<file path="src/design/ipv4_l4_header_parser_unit_assert.svh">
// Assertion macros shared by the parser RTL.
// Each macro expects clk and rst_n in the scope where it is used.
`ifndef IPV4_L4_HEADER_PARSER_UNIT_ASSERT_SVH
`define IPV4_L4_HEADER_PARSER_UNIT_ASSERT_SVH

// Condition holds at every clock edge outside reset.
`define IP4L4_ASSERT_ALWAYS(label, cond) \
  label: assert property (@(posedge clk) disable iff (!rst_n) (cond)) \
    else $error("ip4l4 invariant violated");

// Consequent holds in the cycle after the antecedent.
`define IP4L4_ASSERT_NEXT(label, ante, cons) \
  label: assert property (@(posedge clk) disable iff (!rst_n) (ante) |=> (cons)) \
    else $error("ip4l4 sequence violated");

`endif

</file>
<file path="src/design/ip4l4_pkg.sv">
// ----------------------------------------------------------------------------
// ip4l4_pkg
// Types and constants for the Ethernet / IPv4 / L4 header parser.
// ----------------------------------------------------------------------------
package ip4l4_pkg;

  // Byte position counter width
  localparam int CNT_W = 16;

  localparam logic [15:0] ETYPE_IPV4 = 16'h0800;
  localparam logic [7:0]  PROTO_ICMP = 8'd1;
  localparam logic [7:0]  PROTO_TCP  = 8'd6;
  localparam logic [7:0]  PROTO_UDP  = 8'd17;

  localparam logic [15:0] HTTP_PORT_RST  = 16'd80;
  localparam logic [15:0] HTTPS_PORT_RST = 16'd443;
  localparam logic [15:0] DNS_PORT_RST   = 16'd53;

  typedef enum logic [1:0] {
    ST_OK       = 2'd0,
    ST_NOT_IPV4 = 2'd1,
    ST_SHORT    = 2'd2
  } status_t;

  typedef enum logic [2:0] {
    APP_UNKNOWN = 3'd0,
    APP_HTTP    = 3'd1,
    APP_HTTPS   = 3'd2,
    APP_DNS     = 3'd3,
    APP_ICMP    = 3'd4
  } app_t;

  typedef enum logic [1:0] {
    CFG_HTTP_PORT  = 2'd0,
    CFG_HTTPS_PORT = 2'd1,
    CFG_DNS_PORT   = 2'd2
  } cfg_idx_t;

  typedef struct packed {
    logic [7:0] data_byte;
    logic       last_byte;
  } in_t;

  typedef struct packed {
    status_t     status;
    logic [15:0] ether_kind;
    logic [7:0]  l4_protocol;
    logic [15:0] ip_length;
    logic [31:0] source_address;
    logic [31:0] dest_address;
    logic [15:0] source_port;
    logic [15:0] dest_port;
    app_t        app_class;
  } out_t;

endpackage

</file>
<file path="src/design/ipv4_l4_header_parser_unit.sv">
// ----------------------------------------------------------------------------
// ipv4_l4_header_parser_unit
// Byte-serial Ethernet / IPv4 / TCP-UDP header parser with port classing.
// ----------------------------------------------------------------------------
// Usage:
//   in_*  : one frame byte per transfer in wire order; last_byte marks the
//           final byte of a frame. Up to one byte is taken every cycle.
//   out_* : one result per frame, produced by the last byte's transfer.
//   cfg_* : register writes (0 http_port, 1 https_port, 2 dns_port);
//           cfg_ready is always high, other indexes are ignored.
// Path: a transferred byte sits in the input register and is parsed there;
//   a last byte's result is loaded into the result register when that byte
//   advances, and is valid on out_* from then on.
// Throughput: one byte per cycle unless a last byte is stalled, set by the
//   single parse stage between the input register and the result register.
// Stall: while a result waits in the output register, non-last bytes keep
//   flowing; a new last byte waits in the input register and in_ready drops
//   until the result is taken.
// Reset: rst_n low clears the frame state, empties both registers and
//   loads the port registers with 80, 443 and 53.
// ----------------------------------------------------------------------------
module ipv4_l4_header_parser_unit (
  input  logic              clk,
  input  logic              rst_n,
  input  logic              in_valid,
  output logic              in_ready,
  input  ip4l4_pkg::in_t    in_data,
  output logic              out_valid,
  input  logic              out_ready,
  output ip4l4_pkg::out_t   out_data,
  input  logic              cfg_valid,
  output logic              cfg_ready,
  input  logic [1:0]        cfg_index,
  input  logic [15:0]       cfg_data
);
  import ip4l4_pkg::*;
  `include "ipv4_l4_header_parser_unit_assert.svh"

  localparam logic [CNT_W-1:0] CNT_MAX = {CNT_W{1'b1}};
  localparam logic [CNT_W-1:0] POS_ETH = CNT_W'(14);

  // Configuration registers
  logic [15:0] http_port_r, https_port_r, dns_port_r;

  // Input register
  logic       s1_valid_r;
  logic [7:0] s1_byte_r;
  logic       s1_last_r;
  logic       s1_adv;

  // Frame state
  logic [CNT_W-1:0] byte_count_r, byte_count_nxt;
  logic [7:0]       hdr_words_r, hdr_words_nxt;
  logic [15:0]      type_r, type_nxt;
  logic [7:0]       proto_r, proto_nxt;
  logic [15:0]      total_r, total_nxt;
  logic [31:0]      src_addr_r, src_addr_nxt;
  logic [31:0]      dst_addr_r, dst_addr_nxt;
  logic [15:0]      src_port_r, src_port_nxt;
  logic [15:0]      dst_port_r, dst_port_nxt;

  // Captured values including the current byte
  logic [7:0]       cap_hw;
  logic [15:0]      cap_type, cap_total, cap_sport, cap_dport;
  logic [7:0]       cap_proto;
  logic [31:0]      cap_src, cap_dst;
  logic [CNT_W-1:0] pos, rel;
  logic [CNT_W:0]   len;
  logic             cap_en;

  // Output register
  logic out_valid_r;
  out_t out_data_r, res;

  // Configuration writes
  assign cfg_ready = 1'b1;

  always_ff @(posedge clk) begin
    if (!rst_n) begin
      http_port_r  <= HTTP_PORT_RST;
      https_port_r <= HTTPS_PORT_RST;
      dns_port_r   <= DNS_PORT_RST;
    end else if (cfg_valid) begin
      unique case (cfg_index)
        CFG_HTTP_PORT:  http_port_r  <= cfg_data;
        CFG_HTTPS_PORT: https_port_r <= cfg_data;
        CFG_DNS_PORT:   dns_port_r   <= cfg_data;
        default: ;
      endcase
    end
  end

  // Advance unless a last byte meets an occupied, stalled output register
  assign s1_adv   = s1_valid_r && !(s1_last_r && out_valid_r && !out_ready);
  assign in_ready = !s1_valid_r || s1_adv;

  always_ff @(posedge clk) begin
    if (!rst_n) begin
      s1_valid_r <= 1'b0;
    end else if (in_ready) begin
      s1_valid_r <= in_valid;
    end
  end

  always_ff @(posedge clk) begin
    if (in_ready && in_valid) begin
      s1_byte_r <= in_data.data_byte;
      s1_last_r <= in_data.last_byte;
    end
  end

  // Capture the current byte by position
  always_comb begin
    pos       = byte_count_r;
    cap_en    = (pos != CNT_MAX);
    len       = {1'b0, pos} + (CNT_W+1)'(1);
    cap_hw    = hdr_words_r;
    cap_type  = type_r;
    cap_total = total_r;
    cap_proto = proto_r;
    cap_src   = src_addr_r;
    cap_dst   = dst_addr_r;
    cap_sport = src_port_r;
    cap_dport = dst_port_r;
    if (cap_en) begin
      unique case (pos)
        CNT_W'(12): cap_type[15:8]  = s1_byte_r;
        CNT_W'(13): cap_type[7:0]   = s1_byte_r;
        CNT_W'(14): cap_hw = 8'd14 + {2'b00, s1_byte_r[3:0], 2'b00};
        CNT_W'(16): cap_total[15:8] = s1_byte_r;
        CNT_W'(17): cap_total[7:0]  = s1_byte_r;
        CNT_W'(23): cap_proto       = s1_byte_r;
        CNT_W'(26): cap_src[31:24]  = s1_byte_r;
        CNT_W'(27): cap_src[23:16]  = s1_byte_r;
        CNT_W'(28): cap_src[15:8]   = s1_byte_r;
        CNT_W'(29): cap_src[7:0]    = s1_byte_r;
        CNT_W'(30): cap_dst[31:24]  = s1_byte_r;
        CNT_W'(31): cap_dst[23:16]  = s1_byte_r;
        CNT_W'(32): cap_dst[15:8]   = s1_byte_r;
        CNT_W'(33): cap_dst[7:0]    = s1_byte_r;
        default: ;
      endcase
    end
    // L4 ports sit at the first four bytes past the IPv4 header
    rel = pos - CNT_W'(cap_hw);
    if (cap_en && pos >= POS_ETH && pos >= CNT_W'(cap_hw) && rel < CNT_W'(4)) begin
      unique case (rel[1:0])
        2'd0: cap_sport[15:8] = s1_byte_r;
        2'd1: cap_sport[7:0]  = s1_byte_r;
        2'd2: cap_dport[15:8] = s1_byte_r;
        2'd3: cap_dport[7:0]  = s1_byte_r;
        default: ;
      endcase
    end
  end

  // Build the frame result
  always_comb begin
    logic is_tcp, is_udp;
    is_tcp = (cap_proto == PROTO_TCP);
    is_udp = (cap_proto == PROTO_UDP);
    res    = '0;
    res.status    = ST_SHORT;
    res.app_class = APP_UNKNOWN;
    if (len >= (CNT_W+1)'(14)) begin
      res.ether_kind = cap_type;
      if (cap_type != ETYPE_IPV4) begin
        res.status = ST_NOT_IPV4;
      end else if (len >= (CNT_W+1)'(34)) begin
        res.l4_protocol    = cap_proto;
        res.ip_length      = cap_total;
        res.source_address = cap_src;
        res.dest_address   = cap_dst;
        if ((is_tcp && len < (CNT_W+1)'(cap_hw) + (CNT_W+1)'(20)) ||
            (is_udp && len < (CNT_W+1)'(cap_hw) + (CNT_W+1)'(8))) begin
          res.status = ST_SHORT;
        end else begin
          res.status = ST_OK;
          if (is_tcp || is_udp) begin
            res.source_port = cap_sport;
            res.dest_port   = cap_dport;
          end
          priority if (is_tcp) begin
            if (cap_dport == https_port_r)     res.app_class = APP_HTTPS;
            else if (cap_dport == http_port_r) res.app_class = APP_HTTP;
          end else if (is_udp) begin
            if (cap_dport == dns_port_r)       res.app_class = APP_DNS;
          end else if (cap_proto == PROTO_ICMP) begin
            res.app_class = APP_ICMP;
          end else begin
            res.app_class = APP_UNKNOWN;
          end
        end
      end
    end
  end

  // Next frame state: hold, advance, or clear after the last byte
  always_comb begin
    byte_count_nxt = byte_count_r;
    hdr_words_nxt  = hdr_words_r;
    type_nxt       = type_r;
    proto_nxt      = proto_r;
    total_nxt      = total_r;
    src_addr_nxt   = src_addr_r;
    dst_addr_nxt   = dst_addr_r;
    src_port_nxt   = src_port_r;
    dst_port_nxt   = dst_port_r;
    if (s1_adv) begin
      if (s1_last_r) begin
        byte_count_nxt = '0;
        hdr_words_nxt  = '0;
        type_nxt       = '0;
        proto_nxt      = '0;
        total_nxt      = '0;
        src_addr_nxt   = '0;
        dst_addr_nxt   = '0;
        src_port_nxt   = '0;
        dst_port_nxt   = '0;
      end else begin
        byte_count_nxt = cap_en ? pos + CNT_W'(1) : pos;
        hdr_words_nxt  = cap_hw;
        type_nxt       = cap_type;
        proto_nxt      = cap_proto;
        total_nxt      = cap_total;
        src_addr_nxt   = cap_src;
        dst_addr_nxt   = cap_dst;
        src_port_nxt   = cap_sport;
        dst_port_nxt   = cap_dport;
      end
    end
  end

  always_ff @(posedge clk) begin
    if (!rst_n) begin
      byte_count_r <= '0;
      hdr_words_r  <= '0;
      type_r       <= '0;
      proto_r      <= '0;
      total_r      <= '0;
      src_addr_r   <= '0;
      dst_addr_r   <= '0;
      src_port_r   <= '0;
      dst_port_r   <= '0;
    end else begin
      byte_count_r <= byte_count_nxt;
      hdr_words_r  <= hdr_words_nxt;
      type_r       <= type_nxt;
      proto_r      <= proto_nxt;
      total_r      <= total_nxt;
      src_addr_r   <= src_addr_nxt;
      dst_addr_r   <= dst_addr_nxt;
      src_port_r   <= src_port_nxt;
      dst_port_r   <= dst_port_nxt;
    end
  end

  // Result register: load on a last byte, drop on an output transfer
  always_ff @(posedge clk) begin
    if (!rst_n) begin
      out_valid_r <= 1'b0;
    end else if (s1_adv && s1_last_r) begin
      out_valid_r <= 1'b1;
    end else if (out_ready) begin
      out_valid_r <= 1'b0;
    end
  end

  always_ff @(posedge clk) begin
    if (s1_adv && s1_last_r) begin
      out_data_r <= res;
    end
  end

  assign out_valid = out_valid_r;
  assign out_data  = out_data_r;

  // Checks
  `IP4L4_ASSERT_NEXT(a_last_loads_out, s1_adv && s1_last_r, out_valid_r)
  `IP4L4_ASSERT_NEXT(a_last_clears_count, s1_adv && s1_last_r, byte_count_r == '0)
  `IP4L4_ASSERT_ALWAYS(a_stall_cause,
    in_ready || (s1_valid_r && s1_last_r && out_valid_r && !out_ready))
  `IP4L4_ASSERT_NEXT(a_count_monotonic, s1_adv && !s1_last_r,
    byte_count_r >= $past(byte_count_r))

endmodule
</file>
<file path="config.mk">
export PLATFORM = sky130hd
export DESIGN_NAME = ipv4_l4_header_parser_unit
export DESIGN_NICKNAME = d
export VERILOG_FILES = /design/src/design/ip4l4_pkg.sv /design/src/design/ipv4_l4_header_parser_unit.sv
export VERILOG_INCLUDE_DIRS = /design/src /design/src/design
export SDC_FILE = /design/constraint.sdc
export NUM_CORES = 1
export LEC_CHECK = 0
export BUFFER_PORTS_ARGS = -buffer_cell sky130_fd_sc_hd__buf_2
export CORE_MARGIN = 3
export CORE_UTILIZATION = 40
export DETAILED_ROUTE_END_ITERATION = 16
export HOLD_SLACK_MARGIN = 0.06
export SLEW_MARGIN = 20
export SYNTH_ARGS = -nofsm -noshare
export SYNTH_HDL_FRONTEND = slang
export SYNTH_SLANG_ARGS = --single-unit
export TNS_END_PERCENT = 50
</file>
<file path="constraint.sdc">
create_clock -name clk -period 5.21 [get_ports clk]
set_clock_uncertainty 0.05 [all_clocks]
set_input_delay 0.521 -clock clk [delete_from_list [all_inputs] [get_ports clk]]
set_output_delay 0.521 -clock clk [all_outputs]
set_load 0.02 [all_outputs]
</file>
Word level (Yosys, flattened, before mapping)

Cells that the tools add are included.
W data, S select, Z words.

Register bits: 360
Bits of input ports: 32
Word-level logic and storage cells: 142
Output and inout bits: 144

Order comparisons: 7
Eq/ne operators: 27
Bitwise operators: 3
Add/sub/neg operators: 6
Reduce and logical (&&, ||, !) cells: 27
Muxes and demuxes: 47

Operators by type and width:

| operator                | count |
|---|---|
| $mux W8                 | 22 |
| $mux W16                | 10 |
| $eq A16 B5 Y1 const B   | 9 |
| $mux W32                | 4 |
| $eq A16 B16 Y1          | 3 |
| $eq A16 B4 Y1 const B   | 3 |
| $lt A17 B9 Y1           | 2 |
| $eq A16 B6 Y1 const B   | 2 |
| $add A16 B1 Y17 const B | 1 |
| $ge A17 B4 Y1 const B   | 1 |
| $ge A17 B6 Y1 const B   | 1 |
| $add A16 B1 Y16 const B | 1 |
| $ge A16 B4 Y1 const B   | 1 |
| $ge A16 B8 Y1           | 1 |
| $lt A16 B3 Y1 const B   | 1 |
| $ne A16 B12 Y1 const B  | 1 |
| $ne A16 B16 Y1 const B  | 1 |
| $sub A16 B8 Y16         | 1 |
| $logic_and A1 B1 Y1     | 10 |
| $mux W2                 | 5 |
| $add A8 B4 Y9 const B   | 1 |
| $add A8 B5 Y9 const B   | 1 |
| $mux W3                 | 3 |
| $eq A8 B1 Y1 const B    | 1 |
| 15 further kinds        | 31 |

Depth between registers and ports, before layout

Depth after elaboration: 11
Mapped depth: 26
Depth with buffers taken out: 21

Worst setup path after synthesis

OpenSTA, ideal clock, no wires.

Path kind: reg-to-reg
Start: register byte_count_r[1]
End: register out_data_r, in the netlist out_data[0] (data pin)
Arrival: 4,981 ps
Data required time: 4,899 ps
Cell stages (with the launch flop): 22
Setup time: 261 ps
Setup slack: -81 ps
Cells stage by stage: dfxtp_1 > ha_1 > nor3b_1 > nand4_1 > clkbuf_1 > o21ai_1 > inv_1 > ha_1 > clkbuf_1 > a31oi_1 > nor2_1 > a221o_1 > a211oi_4 > mux2i_1 > nor4b_4 > and2_4 > buf_6 > mux2i_2 > xnor2_1 > nor4_2 > and3_1 > o31ai_1

Cells in the longest elaborated chain, start to end: 11

Ends and longest elaborated chain:

| element                                                 | RTL line                                                             | text |
|---|---|---|
| from (decl)                                             | ipv4_l4_header_parser_unit.sv:52                                     | `logic [CNT_W-1:0] byte_count_r, byte_count_nxt;` |
| from (signal assigned)                                  | ipv4_l4_header_parser_unit.sv:246                                    | `byte_count_r <= byte_count_nxt;` |
| $eq A16 B4 Y1                                           | ipv4_l4_header_parser_unit.sv:126                                    | `unique case (pos)` |
| $mux W8                                                 | ipv4_l4_header_parser_unit.sv:126                                    |  |
| $mux W8                                                 | ipv4_l4_header_parser_unit.sv:125                                    | `if (cap_en) begin` |
| $sub A16 B8 Y16 / $ge A16 B8 Y1 (equally long branches) | ipv4_l4_header_parser_unit.sv:145, ipv4_l4_header_parser_unit.sv:146 |  |
| $lt A16 B3 Y1, or another cell as far along             | ipv4_l4_header_parser_unit.sv:146                                    | `if (cap_en && pos >= POS_ETH && pos >= CNT_W'(cap_hw) && rel < CNT_W'(4)) begin` |
| $logic_and A1 B1 Y1 / $mux W8 (equally long branches)   | ipv4_l4_header_parser_unit.sv:146, ipv4_l4_header_parser_unit.sv:147 |  |
| $mux W16                                                | ipv4_l4_header_parser_unit.sv:146                                    |  |
| $eq A16 B16 Y1, on equally long branches                | ipv4_l4_header_parser_unit.sv:187, ipv4_l4_header_parser_unit.sv:185 |  |
| $mux W2 / $mux W1 (equally long branches)               | ipv4_l4_header_parser_unit.sv:187, ipv4_l4_header_parser_unit.sv:185 |  |
| $mux W3 / $mux W2 (equally long branches)               | ipv4_l4_header_parser_unit.sv:186, ipv4_l4_header_parser_unit.sv:184 |  |
| $mux W3                                                 | ipv4_l4_header_parser_unit.sv:183                                    | `priority if (is_tcp) begin` |
| to (signal assigned)                                    | ipv4_l4_header_parser_unit.sv:271                                    | `out_data_r <= res;` |
| to (decl)                                               | ipv4_l4_header_parser_unit.sv:73                                     | `out_t out_data_r, res;` |

Parallel ways exist; a longest one is shown, timed or not.
A chain may end at the register's enable or synchronous reset.

Worst setup path in the final report

Start: register byte_count_r[0]
End: register out_data_r, in the netlist out_data[0] (data pin)

Same word-level chain as after synthesis.

==> results.ini <==
[floorplanning]
chipWidth_um = 214
io_pins = 176
row_count = 75
die-area_um2 = 45600
start_util = 0.408
core_um2 = 42200
die_height_um = 214

[timing]
fmax_mhz = 205
tightest_slew_ns = 0.976
final-hold-violation-count = 0
setup_tns_ns = 0
maxSlewViolCount = 0
fin_crit_ns = 4.88
fin_crit_sh = 0.937
relSlewSlack = 0.346
timing.final.setup_violations = 0
setup_slack_ns = 0.327

[setup_path]
regToRegStartpoint = byte_count_r[0]
arrival_ns = 5.14
crit_path_end_kind = flip-flop
reg2reg_slack_ns = 0.33
cp_data_required_time_ns = 5.47
worstPathMaxFanout = 12
start_kind = flip-flop
path_class = reg -> reg
r2r-end = out_data[0]
reg2regPathDepth = 22

[hold_path]
min_from = in_data[6]
hold_end = s1_byte_r[5]
hp-class = in -> reg
min_delay_path_depth = 1

[power_and_ir_drop]
p_sw_mw = 1.41
clock_power_share = 0.462
p_comb_frac = 0.051
seqPwrFrac = 0.488
internal-power_mw = 4.69
p_leak_nw = 7.62
ir_worst_vdd_uv = 218
p_per_area_nw_per_um2 = 300
p_sw_frac = 0.232

[clock_tree]
cts_num_sinks = 360
clkSlewWorstSetupHoldPaths_ns = 0.06
cts_inserted_buffers = 40
tritoncts = yes
clockBufferDepth = 3
htreeDepth = 2
clk_latency_ns = 0.56
cts_root_buffer = clkbuf_16

[yosys]
yosysWarnings = 0
synth_fp_nets = 1977
synth_seq_cells = 360
ys_types = 89
netlist.area_leader.share = 0.261
netlist_instances = 1915
yosys_most_used_dff = dfxtp_1
netlist_area_um2 = 17200
synth_area_leader_cell = edfxtp_1
avgSynthCellArea_um2 = 9.00
synth-edff-count = 150
synthTopCellsByArea = edfxtp_1, dfxtp_1, nand2_1
async_flop_share = 0
seq_area_frac_synth = 0.505

[global_route]
grt_max_degree = 104
grt_pass1_vias = 14100
grt_pass1_wl_mm = 84.6
antenna_found_initial = 1
grt_overflow = 0
grt_usage = 0.242

[layout]
area_delta_synth_final_pct = 18.0
layout-drive-gt1-share = 0.178
layout_commonest_cell = nand2_1
fin_util = 0.482
nets = 2150
final_cell_mix = nand2_1, nor2_1, dfxtp_1
num_antenna_cells = 0
final_cells = 2658

[drt]
top_layer = met5
drt_first_pass_iters = 7
ant_nets = 0
drtIter0Drc = 1321
wl_met1_mm = 24.8
routed-wl-met3_mm = 4.30
wl_met2_mm = 25.5
wl_per_cell_um = 21.2
vias_per_cell = 5.71
vias = 15200
drc_errors = 0
wirelength_mm = 56.4

[placed_design]
dpl.hpwl_mm = 37.7
dp_worst_setup_slack_ns = 0.0990
port_buffers = 174
place_inst = 2570
gp_congestion = 0.913

[outcome]
outcome = complete, no violations

[flow_run]
cap_violations = 0

## what timing repair did
item,in CTS,in global routing
hold buffers,3,0
setup endpoints to repair,0,27
resized for setup,0,22
buffers inserted,0,11
endpoints found under the hold margin,3,0
## through the flow
stage	total power, mW	cell area (um^2)	hold slack (ns)
global route	6.29	20300	0.0695
finish	6.10	20300	0.0861
detailed placement	3.34	18800	0.395
CTS	6.15	20100	0.0608
global placement	3.34	18800	0.394
floorplan	3.20	17200	0.371
## worst max-delay path by stage
stage	start	cells after the start	to	slack [ns]
after global routing	byte_count_r[2]	20	out_data[1]	-0.008
after global placement	byte_count_r[0]	21	out_data[1]	0.21
after detailed placement	byte_count_r[15]	19	out_data[1]	0.1
after floorplan	byte_count_r[0]	21	out_data[0]	0.03
final	byte_count_r[0]	22	out_data[0]	0.33
after CTS	byte_count_r[15]	19	out_data[1]	0.03
## final cells by class
| cell class | instances | area, um^2 |
|---|---|---|
| Sequential cell | 360 | 8710 |
| Clock inverter | 20 | 208 |
| Fill cell | 4033 | 21900 |
| Tap cell | 539 | 674 |
| Multi-Input combinational cell | 1376 | 7950 |
| Timing Repair Buffer | 262 | 1540 |
| Inverter | 48 | 190 |
| Clock buffer | 53 | 1080 |
## metal layers
metal,up-vias,track usage
met5,-,0
li1,7136,-
met4,2,0.0884
met2,613,0.376
met3,102,0.0392
met1,7319,0.342
## state kept, by name (all words and copies together), names as in the netlist
name / flops
byte_count_r: 16
total_r: 16
out_data: 141
https_port_r: 16
hdr_words_r: 8
s1_byte_r: 8
type_r: 16
src_addr_r: 32
proto_r: 8
dns_port_r: 16
s1_last_r: 1
dst_port_r: 16
out_valid: 1
src_port_r: 16
s1_valid_r: 1
dst_addr_r: 32
http_port_r: 16
## cells by family after synthesis
| family | count (synthesis) | synth area share |
|---|---|---|
| compound gates | 449 | 0.170 |
| simple gates | 789 | 0.201 |
| other cells | 1 | 0.000218 |
| fa+ha+maj | 31 | 0.0228 |
| flops | 360 | 0.505 |
| buf+inv | 180 | 0.0418 |
| xor+xnor | 58 | 0.0299 |
| mux | 47 | 0.0283 |
## power groups by stage
stage | logic [mW] | clock network [mW] | registers (mW)
floorplan | 0.163 | 0 | 3.04
global placement | 0.300 | 0 | 3.04
detailed placement | 0.303 | 0 | 3.04
CTS | 0.306 | 2.87 | 2.97
global route | 0.329 | 2.98 | 2.98
finish | 0.309 | 2.82 | 2.98
## critical path, stage by stage (launching register included)
cell	delay [ns]
dfxtp_1	0.32
inv_1	0.06
ha_1	0.20
nor3b_1	0.15
nand4_1	0.10
buf_4	0.20
and2_1	0.18
ha_1	0.14
inv_1	0.06
fa_2	0.38
maj3_1	0.38
o211a_1	0.23
a31oi_2	0.18
xnor2_1	0.12
a2111oi_2	0.31
o2111a_2	0.33
and2_4	0.26
buf_4	0.14
a21oi_2	0.09
xnor2_1	0.17
nor4_2	0.30
and3_1	0.19
o31ai_1	0.07
## cells in the mapped netlist (all sizes together) (7+ instances only)
| library cell | instances |
|---|---|
| nand2 | 337 |
| nor2 | 261 |
| dfxtp | 210 |
| a21oi | 177 |
| edfxtp | 150 |
| a22oi | 142 |
| clkbuf | 108 |
| nand3 | 49 |
| mux2i | 45 |
| inv | 43 |
| o21ai | 43 |
| xnor2 | 34 |
| ha | 29 |
| buf | 24 |
| nor4 | 24 |
| xor2 | 24 |
| and3 | 21 |
| nor3 | 21 |
| and2 | 16 |
| a31oi | 9 |
| nand4 | 9 |
| o211ai | 8 |
| a21o | 7 |
| nand2b | 7 |
| or3 | 7 |
Note: power is estimated with default switching activity, not from simulation.
